### src/hw/rtl/qpe_pkg.sv
// ----------------------------------------------------------------------------
// qpe_pkg
// Types, character codes and the hex digit lookup for the quoted-printable
// encoder.
// ----------------------------------------------------------------------------
package qpe_pkg;

  // One raw message byte
  typedef struct packed {
    logic [7:0] data_byte;
    logic       end_of_message;
  } raw_beat_t;

  // One encoded output character
  typedef struct packed {
    logic [7:0] out_byte;
    logic       last_of_run;
  } enc_beat_t;

  // Character codes
  localparam logic [7:0] CHAR_TAB   = 8'h09;
  localparam logic [7:0] CHAR_LF    = 8'h0A;
  localparam logic [7:0] CHAR_CR    = 8'h0D;
  localparam logic [7:0] CHAR_SPACE = 8'h20;
  localparam logic [7:0] CHAR_DOT   = 8'h2E;
  localparam logic [7:0] CHAR_EQ    = 8'h3D;

  // Printable range passed through unescaped, except '='
  localparam logic [7:0] PRINT_LO = 8'd33;
  localparam logic [7:0] PRINT_HI = 8'd126;

  localparam logic [6:0] LIMIT_RESET = 7'd72;

  // Longest run of output characters for one input byte
  localparam int unsigned RUN_MAX = 8;
  localparam int unsigned RUN_IDX_W = $clog2(RUN_MAX);
  localparam int unsigned RUN_CNT_W = $clog2(RUN_MAX + 1);

  // Upper-case hex digit
  function automatic logic [7:0] hex_digit(input logic [3:0] nib);
    logic [7:0] ch;
    if (nib < 4'd10) begin
      ch = 8'h30 + {4'h0, nib};
    end else begin
      ch = 8'h37 + {4'h0, nib};
    end
    return ch;
  endfunction

endpackage

### src/hw/rtl/quoted_printable_encoder_core.sv
// ----------------------------------------------------------------------------
// quoted_printable_encoder_core
// Quoted-printable encoder: one raw byte in, a run of one to eight encoded
// characters out, one character per beat.
// ----------------------------------------------------------------------------
// The first character of a run is on the output in the cycle after the byte is
// taken. A byte's run goes out one character per beat; the next byte is taken
// in the cycle the last character of the current run goes out, so the output
// port sets the rate. Reset clears line width, last character, message flag
// and the run count, and sets the line limit to 72.
module quoted_printable_encoder_core (
  input  logic               clk,
  input  logic               rst,
  // raw byte channel
  input  logic               raw_valid,
  output logic               raw_stall,
  input  qpe_pkg::raw_beat_t raw_beat,
  // encoded character channel
  output logic               enc_valid,
  input  logic               enc_stall,
  output qpe_pkg::enc_beat_t enc_beat,
  // line limit register
  input  logic               limit_we,
  input  logic [6:0]         limit_data
);

  // Configuration and encoder state
  logic [6:0] line_limit;
  logic [6:0] line_width;
  logic [7:0] previous_out;
  logic       emitted_any;

  // Run buffer: character 0 is on the output
  logic [7:0]                      run_buf [qpe_pkg::RUN_MAX];
  logic [qpe_pkg::RUN_CNT_W-1:0]   run_cnt;

  // Encode results
  logic [7:0]                      run_next [qpe_pkg::RUN_MAX];
  logic [qpe_pkg::RUN_CNT_W-1:0]   run_len;
  logic [6:0]                      line_width_next;
  logic [7:0]                      previous_out_next;
  logic [7:0]                      c;
  logic                            is_lf;
  logic                            is_ws;
  logic                            esc;
  logic [7:0]                      width_sum;
  logic                            soft_break;

  logic accept;
  logic take;

  // Handshake
  assign enc_valid = (run_cnt != '0);
  assign take      = enc_valid && !enc_stall;
  assign raw_stall = enc_valid && !((run_cnt == qpe_pkg::RUN_CNT_W'(1)) && !enc_stall);
  assign accept    = raw_valid && !raw_stall;

  assign enc_beat.out_byte    = run_buf[0];
  assign enc_beat.last_of_run = (run_cnt == qpe_pkg::RUN_CNT_W'(1));

  // Classification and width
  assign c     = raw_beat.data_byte;
  assign is_lf = (c == qpe_pkg::CHAR_LF);
  assign is_ws = (c == qpe_pkg::CHAR_TAB) || (c == qpe_pkg::CHAR_SPACE)
              || (c == qpe_pkg::CHAR_DOT);
  assign esc   = is_ws ? (line_width == '0)
               : ((c == qpe_pkg::CHAR_EQ) || (c < qpe_pkg::PRINT_LO)
                  || (c > qpe_pkg::PRINT_HI));

  assign width_sum  = is_lf ? 8'd0 : ({1'b0, line_width} + (esc ? 8'd3 : 8'd1));
  assign soft_break = (width_sum != 8'd0) && (width_sum >= {1'b0, line_limit});

  // Build the run of output characters
  always_comb begin
    for (int i = 0; i < qpe_pkg::RUN_MAX; i++) begin
      run_next[i] = 8'h00;
    end
    run_len = '0;

    if (is_lf) begin
      // soft break before a hard break after trailing whitespace or a line break
      if (emitted_any && (previous_out <= qpe_pkg::CHAR_SPACE)) begin
        run_next[run_len[qpe_pkg::RUN_IDX_W-1:0]] = qpe_pkg::CHAR_EQ;
        run_len = run_len + 1'b1;
        run_next[run_len[qpe_pkg::RUN_IDX_W-1:0]] = qpe_pkg::CHAR_CR;
        run_len = run_len + 1'b1;
        run_next[run_len[qpe_pkg::RUN_IDX_W-1:0]] = qpe_pkg::CHAR_LF;
        run_len = run_len + 1'b1;
      end
      run_next[run_len[qpe_pkg::RUN_IDX_W-1:0]] = qpe_pkg::CHAR_CR;
      run_len = run_len + 1'b1;
      run_next[run_len[qpe_pkg::RUN_IDX_W-1:0]] = qpe_pkg::CHAR_LF;
      run_len = run_len + 1'b1;
    end else if (esc) begin
      run_next[run_len[qpe_pkg::RUN_IDX_W-1:0]] = qpe_pkg::CHAR_EQ;
      run_len = run_len + 1'b1;
      run_next[run_len[qpe_pkg::RUN_IDX_W-1:0]] = qpe_pkg::hex_digit(c[7:4]);
      run_len = run_len + 1'b1;
      run_next[run_len[qpe_pkg::RUN_IDX_W-1:0]] = qpe_pkg::hex_digit(c[3:0]);
      run_len = run_len + 1'b1;
    end else begin
      run_next[run_len[qpe_pkg::RUN_IDX_W-1:0]] = c;
      run_len = run_len + 1'b1;
    end

    // soft break at the line limit
    if (soft_break) begin
      run_next[run_len[qpe_pkg::RUN_IDX_W-1:0]] = qpe_pkg::CHAR_EQ;
      run_len = run_len + 1'b1;
      run_next[run_len[qpe_pkg::RUN_IDX_W-1:0]] = qpe_pkg::CHAR_CR;
      run_len = run_len + 1'b1;
      run_next[run_len[qpe_pkg::RUN_IDX_W-1:0]] = qpe_pkg::CHAR_LF;
      run_len = run_len + 1'b1;
    end

    // message end
    if (raw_beat.end_of_message) begin
      run_next[run_len[qpe_pkg::RUN_IDX_W-1:0]] = qpe_pkg::CHAR_CR;
      run_len = run_len + 1'b1;
      run_next[run_len[qpe_pkg::RUN_IDX_W-1:0]] = qpe_pkg::CHAR_LF;
      run_len = run_len + 1'b1;
    end
  end

  // Next state after this byte
  always_comb begin
    if (raw_beat.end_of_message) begin
      line_width_next   = '0;
      previous_out_next = 8'h00;
    end else begin
      line_width_next = soft_break ? 7'd0 : width_sum[6:0];
      if (soft_break || is_lf) begin
        previous_out_next = qpe_pkg::CHAR_LF;
      end else if (esc) begin
        previous_out_next = qpe_pkg::hex_digit(c[3:0]);
      end else begin
        previous_out_next = c;
      end
    end
  end

  // Control and state registers
  always_ff @(posedge clk) begin
    if (rst) begin
      line_limit   <= qpe_pkg::LIMIT_RESET;
      line_width   <= '0;
      previous_out <= 8'h00;
      emitted_any  <= 1'b0;
      run_cnt      <= '0;
    end else begin
      if (limit_we) begin
        line_limit <= limit_data;
      end
      if (accept) begin
        line_width   <= line_width_next;
        previous_out <= previous_out_next;
        emitted_any  <= !raw_beat.end_of_message;
        run_cnt      <= run_len;
      end else if (take) begin
        run_cnt <= run_cnt - 1'b1;
      end
    end
  end

  // Run buffer: load on accept, shift on each beat out
  always_ff @(posedge clk) begin
    if (accept) begin
      run_buf <= run_next;
    end else if (take) begin
      for (int i = 0; i < qpe_pkg::RUN_MAX - 1; i++) begin
        run_buf[i] <= run_buf[i+1];
      end
      run_buf[qpe_pkg::RUN_MAX-1] <= 8'h00;
    end
  end

endmodule
### config.mk
export PLATFORM = sky130hd
export DESIGN_NAME = quoted_printable_encoder_core
export DESIGN_NICKNAME = d
export VERILOG_FILES = /design/src/hw/rtl/qpe_pkg.sv /design/src/hw/rtl/quoted_printable_encoder_core.sv
export SDC_FILE = /design/constraint.sdc
export NUM_CORES = 1
export LEC_CHECK = 0
export ABC_AREA = 1
export BUFFER_PORTS_ARGS = -buffer_cell sky130_fd_sc_hd__buf_2
export CAP_MARGIN = 20
export CORE_MARGIN = 5
export CORE_UTILIZATION = 58
export DETAILED_ROUTE_END_ITERATION = 6
export HOLD_SLACK_MARGIN = 0.08
export PLACE_DENSITY = 0.86
export RECOVER_POWER = 25
export SETUP_SLACK_MARGIN = 0.02
export SYNTH_ARGS = -nofsm -noshare
export SYNTH_HDL_FRONTEND = slang
export SYNTH_SLANG_ARGS = --single-unit
### constraint.sdc
create_clock -name clk -period 7.47 [get_ports clk]
set_input_delay 1.494 -clock clk [delete_from_list [all_inputs] [get_ports clk]]
set_output_delay 1.494 -clock clk [all_outputs]
set_load 0.05 [all_outputs]
==> impl_metrics.env, run 1 <==
export IMPL_worstHoldPathType="reg2reg"
export IMPL_final_nets=643
export IMPL_synthSimpleGateAreaFrac=0.2865
export IMPL_cts_htree_levels=3
export IMPL_diodes=0
export IMPL_clock_fmax_mhz=168.1
export IMPL_syn_avg_cell_area_sq_um=7.714
export IMPL_multi_input_area_sq_mm=0.002207
export IMPL_num_vias=3814
export IMPL_grt_max_degree=48
export IMPL_critPathMaxStageDelay_ns=0.34
export IMPL_drive_gt1_frac=0.1656
export IMPL_design_core_area_sq_mm=0.007331
export IMPL_grt_setup_unrepaired="no"
export IMPL_whs_ns=0.4461
export IMPL_synthCells=574
export IMPL_synth_most_common_cell="nand2_1"
export IMPL_yosys_area_top_type_share=0.2848
export IMPL_worstSkewPairLatency_ns=0.35
export IMPL_slew_viol_final=48
export IMPL_synthFlopType="edfxtp_1"
export IMPL_cp_depth=33
export IMPL_drt_wirelength_per_cell_um=13.82
export IMPL_final_cell_area_sq_mm=0.004817
export IMPL_cts_buffer_depth=2
export IMPL_path_delay_family="simple AND/OR/NAND/NOR gates"
export IMPL_grt_use_total=0.2087
export IMPL_ios=32
export IMPL_grt_pass1_vias=3689
export IMPL_synth_xor_area_frac=0.005934
export IMPL_synth_mux_area_frac=0
export IMPL_syn_to_final_growth_pct=8.788
export IMPL_endpoint_kind="register"
export IMPL_fillers=603
export IMPL_drt_initial_drc_count=300
export IMPL_synth_area_sq_mm=0.004428
export IMPL_path_clk_slew_ns=0.08
export IMPL_cts_root_buf="clkbuf_8"
export IMPL_dr_pass1_iters=5
export IMPL_cts_resized=0
export IMPL_grt_overflow=0
export IMPL_ys_seq_elements=69
export IMPL_crit_type="in2reg"
export IMPL_ant_nets=0
export IMPL_total_power_w=0.001618
export IMPL_reg2reg_from="line_width[0]"
export IMPL_chipHeight_um=97.38
export IMPL_synth_edf_count=42
export IMPL_seq_area_sq_mm=0.001802
export IMPL_initial_utilization=0.6040
export IMPL_maxCapViolCount=1
export IMPL_r2r_cells=28
export IMPL_numCtsBuffers=9
export IMPL_synth_area_top_cells="edfxtp_1 (28%), dfxtp_1 (12%), nand2_1 (11%)"
export IMPL_fin_ws_ns=1.521
export IMPL_synthAdderAreaFrac=0.06669
export IMPL_crit_path_end="run_buf[17]"
export IMPL_start_kind="input port"
export IMPL_synth_warnings=0
export IMPL_slowest_stage="nand2_1"
export IMPL_dpl_cell_area_sq_mm=0.004603
export IMPL_required_ns=7.57
export IMPL_crit_top_cell="nand2_1"
export IMPL_timing_worst_slew_pin_value_ns=2.358
export IMPL_die_area_sq_mm=0.009482
export IMPL_status="finished with violations"
export IMPL_critical_path_max_fanout=11
export IMPL_via_per_inst=5.425
export IMPL_finalSetupTns_ns=0
export IMPL_die_width_um=97.38
export IMPL_finalWirelength_mm=9.716
export IMPL_worstPathArrival_ns=6.05
export IMPL_grt_pass1_wl_mm=16.42
export IMPL_synth_distinct_cells=44
export IMPL_finalCritPeriodShare=0.7963
export IMPL_cts_tree="built"
export IMPL_synth_top_family_by_area="simple AND/OR/NAND/NOR gates"
export IMPL_place_ws_ns=1.250
export IMPL_ir_drop_v=0.0004242
export IMPL_report_final_setup_viol=0
export IMPL_min_period_ns=5.949
export IMPL_setup_worst_path_start="raw_beat[5]"
export IMPL_cts_sinks=69
export IMPL_drt_drc_violations_left=0
export IMPL_relSlewSlack=-0.5719
export IMPL_antenna_found_initial=0
export IMPL_fin_skew_ns=0.01301
export IMPL_synth_compound_area_share=0.1325
export IMPL_power_density_mw_per_mm2=335.8
export IMPL_io_buffer_count=31
export IMPL_path_buf_inv=7
export IMPL_netlist_top_cells_count="nand2_1 (128), inv_1 (67), nor2_1 (54), edfxtp_1 (42), a21oi_1 (38)"
export IMPL_cts_hold_buf=0
export IMPL_rows=31
export IMPL_r2r_slack_ns=2.83
export IMPL_yosysSeqAreaShare=0.4069
export IMPL_failed_checks="max-capacitance violations, max-slew violations"
export IMPL_gp_congestion=0.9524
export IMPL_synth_top_area_cell="edfxtp_1"
export IMPL_cellLeakagePower_nw=2.224
export IMPL_place_hpwl_mm=7.139
export IMPL_synthArstFlopShare=0
export IMPL_cts_setup_buffers=0
export IMPL_final_hold_viol_count=0
export IMPL_r2r_end="run_buf[17]"
## layout by cell type (no fill, tap or decap), drive strengths merged, types with 2 or more instances in the layout
cell	count
a21oi	38
a31oi	9
buf	29
bufinv	2
clkbuf	12
clkinv	3
conb	5
dfxtp	27
edfxtp	42
ha	22
inv	82
nand2	148
nand3	32
nand4	7
nor2	66
nor3	6
o211ai	6
o21ai	50
or2	3
xor2	2
## layer usage
layer	vias to the layer above	share of wire	GRT usage
met5	-	0	0
met4	0	0.020	0.07561
met3	19	0.061	0.04164
met2	130	0.48	0.3521
met1	1736	0.44	0.2646
li1	1929	-	-
## area by class of cell
cell class / count / share of cell area
Sequential cell: 69 / 0.3740
Inverter: 81 / 0.06390
Tap cell: 99 / 0.02571
Clock buffer: 9 / 0.02571
Clock inverter: 7 / 0.02000
Timing Repair Buffer: 32 / 0.03247
Multi-Input combinational cell: 406 / 0.4582
## logic make-up (layout without fill, tap and decap cells)
group,after synthesis,in the layout
AOI/OAI and AO/OA,109,109
xor gates and xnor gates,3,3
adders and majority gates,23,23
buffers and inverters,102,129
DFF,69,69
other,2,5
and+or+nand+nor,266,266
## worst min-delay path by stage
stage	start	endpoint	slack, ns	depth (start not counted)
floorplan	previous_out[7]	previous_out[7]	0.42	2
global placement	previous_out[7]	previous_out[7]	0.43	2
detailed placement	previous_out[7]	previous_out[7]	0.44	2
CTS	previous_out[7]	previous_out[7]	0.45	2
global route	previous_out[1]	previous_out[1]	0.48	2
finish	previous_out[7]	previous_out[7]	0.45	2
## through the flow
step / util / std cells
2_1_floorplan: - / 577
6_report: 0.6571 / 703
5_1_grt: 0.6571 / 703
3_5_place_dp: 0.6279 / 687
4_1_cts: 0.6580 / 703
3_3_place_gp: 0.6279 / 687
## worst reg2reg max path: cells and delay by family (launching register included)
family / cells / cell delay (ns)
buffers and inverters: 4 / 0.59
and+or+nand+nor: 16 / 2.03
adders and majority gates: 3 / 0.83
AOI/OAI and AO/OA: 5 / 0.58
DFF: 1 / 0.37
## power breakdown
part	leakage (nW)	internal, W	switching [W]	total [W]
combinational	1.48	0.000174	0.000440	0.000613
sequential	0.634	0.000618	0.0000445	0.000662
clock	0.110	0.000189	0.000153	0.000342
total	2.22	0.000981	0.000637	0.00162
## state kept, by name, indices dropped and copies added (netlist names)
name and cells:
emitted_any 1, line_limit 7, run_cnt 4, previous_out 8, line_width 7, enc_beat 8, run_buf 34
Power figures use the tool's default switching activity.
==> run 2, diff against run 1 <==
Clock period 7.47 ns to 6.18 ns, I/O delays scaled along.
==> run 2 against run 1 <==
Against the previous run:
- the run still ends with max-capacitance violations, max-slew violations left
- via count grew 1.7%
- flip-flop and latch count is the same
- non-clock buffer count grew 1
- largest power group unchanged
==> impl_metrics.env, run 2 (synthesis gave the netlist of run 1 again) <==
export IMPL_crit_type="in2reg"
export IMPL_fin_skew_ns=0.008948
export IMPL_critPathMaxStageDelay_ns=0.30
export IMPL_report_final_setup_viol=0
export IMPL_io_buffer_count=31
export IMPL_cts_root_buf="clkbuf_8"
export IMPL_relSlewSlack=-0.5461
export IMPL_die_width_um=97.38
export IMPL_whs_ns=0.4435
export IMPL_drt_initial_drc_count=278
export IMPL_num_vias=3878
export IMPL_finalCritPeriodShare=0.8765
export IMPL_drt_drc_violations_left=0
export IMPL_grt_use_total=0.2146
export IMPL_cts_tree="built"
export IMPL_rows=31
export IMPL_critical_path_max_fanout=11
export IMPL_design_core_area_sq_mm=0.007331
export IMPL_cts_hold_buf=0
export IMPL_place_hpwl_mm=7.088
export IMPL_worstPathArrival_ns=5.52
export IMPL_grt_busiest_layer="met2"
export IMPL_dr_pass1_iters=7
export IMPL_ios=32
export IMPL_largest_reg_flops=34
export IMPL_cts_htree_levels=3
export IMPL_drive_gt1_frac=0.1669
export IMPL_finalWirelength_mm=9.836
export IMPL_utilization=0.6549
export IMPL_worstHoldPathType="reg2reg"
export IMPL_finalSetupTns_ns=0
export IMPL_cts_setup_buffers=0
export IMPL_grt_overflow=0
export IMPL_final_cell_mix="nand2_1 (128), inv_1 (67), nor2_1 (54), edfxtp_1 (42), a21oi_1 (38)"
export IMPL_slowest_stage="ha_1"
export IMPL_grt_setup_unrepaired="no"
export IMPL_numCtsBuffers=9
export IMPL_antenna_found_initial=0
export IMPL_diodes=0
export IMPL_grt_pass1_wl_mm=16.77
export IMPL_path_clk_slew_ns=0.08
export IMPL_final_nets=644
export IMPL_min_period_ns=5.417
export IMPL_failed_checks="max-capacitance violations, max-slew violations"
export IMPL_slew_viol_final=48
export IMPL_power_density_mw_per_mm2=399.7
export IMPL_status="finished with violations"
export IMPL_cellLeakagePower_nw=2.211
export IMPL_required_ns=6.28
export IMPL_use_met2=0.3416
export IMPL_final_common_cell="nand2_1"
export IMPL_start_kind="input port"
export IMPL_use_met3=0.04379
export IMPL_drt_wirelength_per_cell_um=13.97
export IMPL_via_per_inst=5.509
export IMPL_die_area_sq_mm=0.009482
export IMPL_gp_congestion=0.9339
export IMPL_worstSkewPairLatency_ns=0.35
export IMPL_grtUsageMet1=0.2770
export IMPL_crit_top_cell="nand2_1"
export IMPL_maxCapViolCount=1
export IMPL_timing_worst_slew_pin_value_ns=2.319
export IMPL_endpoint_kind="register"
export IMPL_dp_cells=688
export IMPL_grt_max_degree=48
export IMPL_cts_resized=0
export IMPL_cts_sinks=69
export IMPL_largest_register="run_buf"
export IMPL_final_hold_viol_count=0
export IMPL_chipHeight_um=97.38
export IMPL_clock_fmax_mhz=184.6
export IMPL_ant_nets=0
export IMPL_grt_pass1_vias=3662
export IMPL_syn_to_final_growth_pct=8.420
export IMPL_ir_drop_v=0.0004463
export IMPL_initial_utilization=0.6040
export IMPL_cts_buffer_depth=2
export IMPL_final_cells=704
-- run 2: cell count changes in the layout (fill, tap and decap cells not counted) --
cell / previous run / this run
clkinvlp_4: 0 / 2
bufinv_16: 2 / 1
clkinv_4: 1 / 0
buf_4: 0 / 1
-- run 2: metrics by stage --
stage                     total power [W]  setup WS (ns)  area, sq um
final                            0.001919         0.7635         4801
after floorplan                  0.001420         0.7781         4439
after global routing             0.002051         0.2673         4801
after CTS                        0.001918         0.7944         4807
after detailed placement         0.001548         0.4215         4611
after global placement           0.001519         0.6744         4611
-- run 2: routing by layer --
metal	vias to the layer above	wire length, um
met2	166	4555
li1	1925	-
met4	0	351
met5	-	0
met1	1752	4227
met3	35	702
-- run 2: final timing paths --
kind	cells past startpoint	from	to	slack (ns)
worst max-delay path	33	raw_beat[5]	run_buf[17]	0.76
worst min register to register	2	previous_out[7]	previous_out[7]	0.44
worst max register to register	28	line_width[0]	run_buf[17]	1.76
worst min-delay path	2	previous_out[7]	previous_out[7]	0.44
-- run 2: report_power, final --
group / switching (W) / total [W] / internal [W]
Sequential: 0.0000546 / 0.000801 / 0.000746
Combinational: 0.000533 / 0.000744 / 0.000210
Clock: 0.000187 / 0.000375 / 0.000187
Total: 0.000775 / 0.00192 / 0.00114
-- run 2: final cells by class --
cell class                 count  area, sq um
clock buffer                   9        123.9
fill                         632         2530
timing repair buffer          33        163.9
multi-input combinational    406         2207
tap                           99        123.9
inverter                      81        307.8
sequential                    69         1802
clock inverter                 7        72.57
-- run 2: critical path, delay by kind of cell --
kind	cells	cell delay [ns]
buffers and inverters	7	0.82
adder cells (fa/ha/maj)	4	0.99
AO/OA/AOI/OAI	5	0.65
AND/OR/NAND/NOR	17	1.84
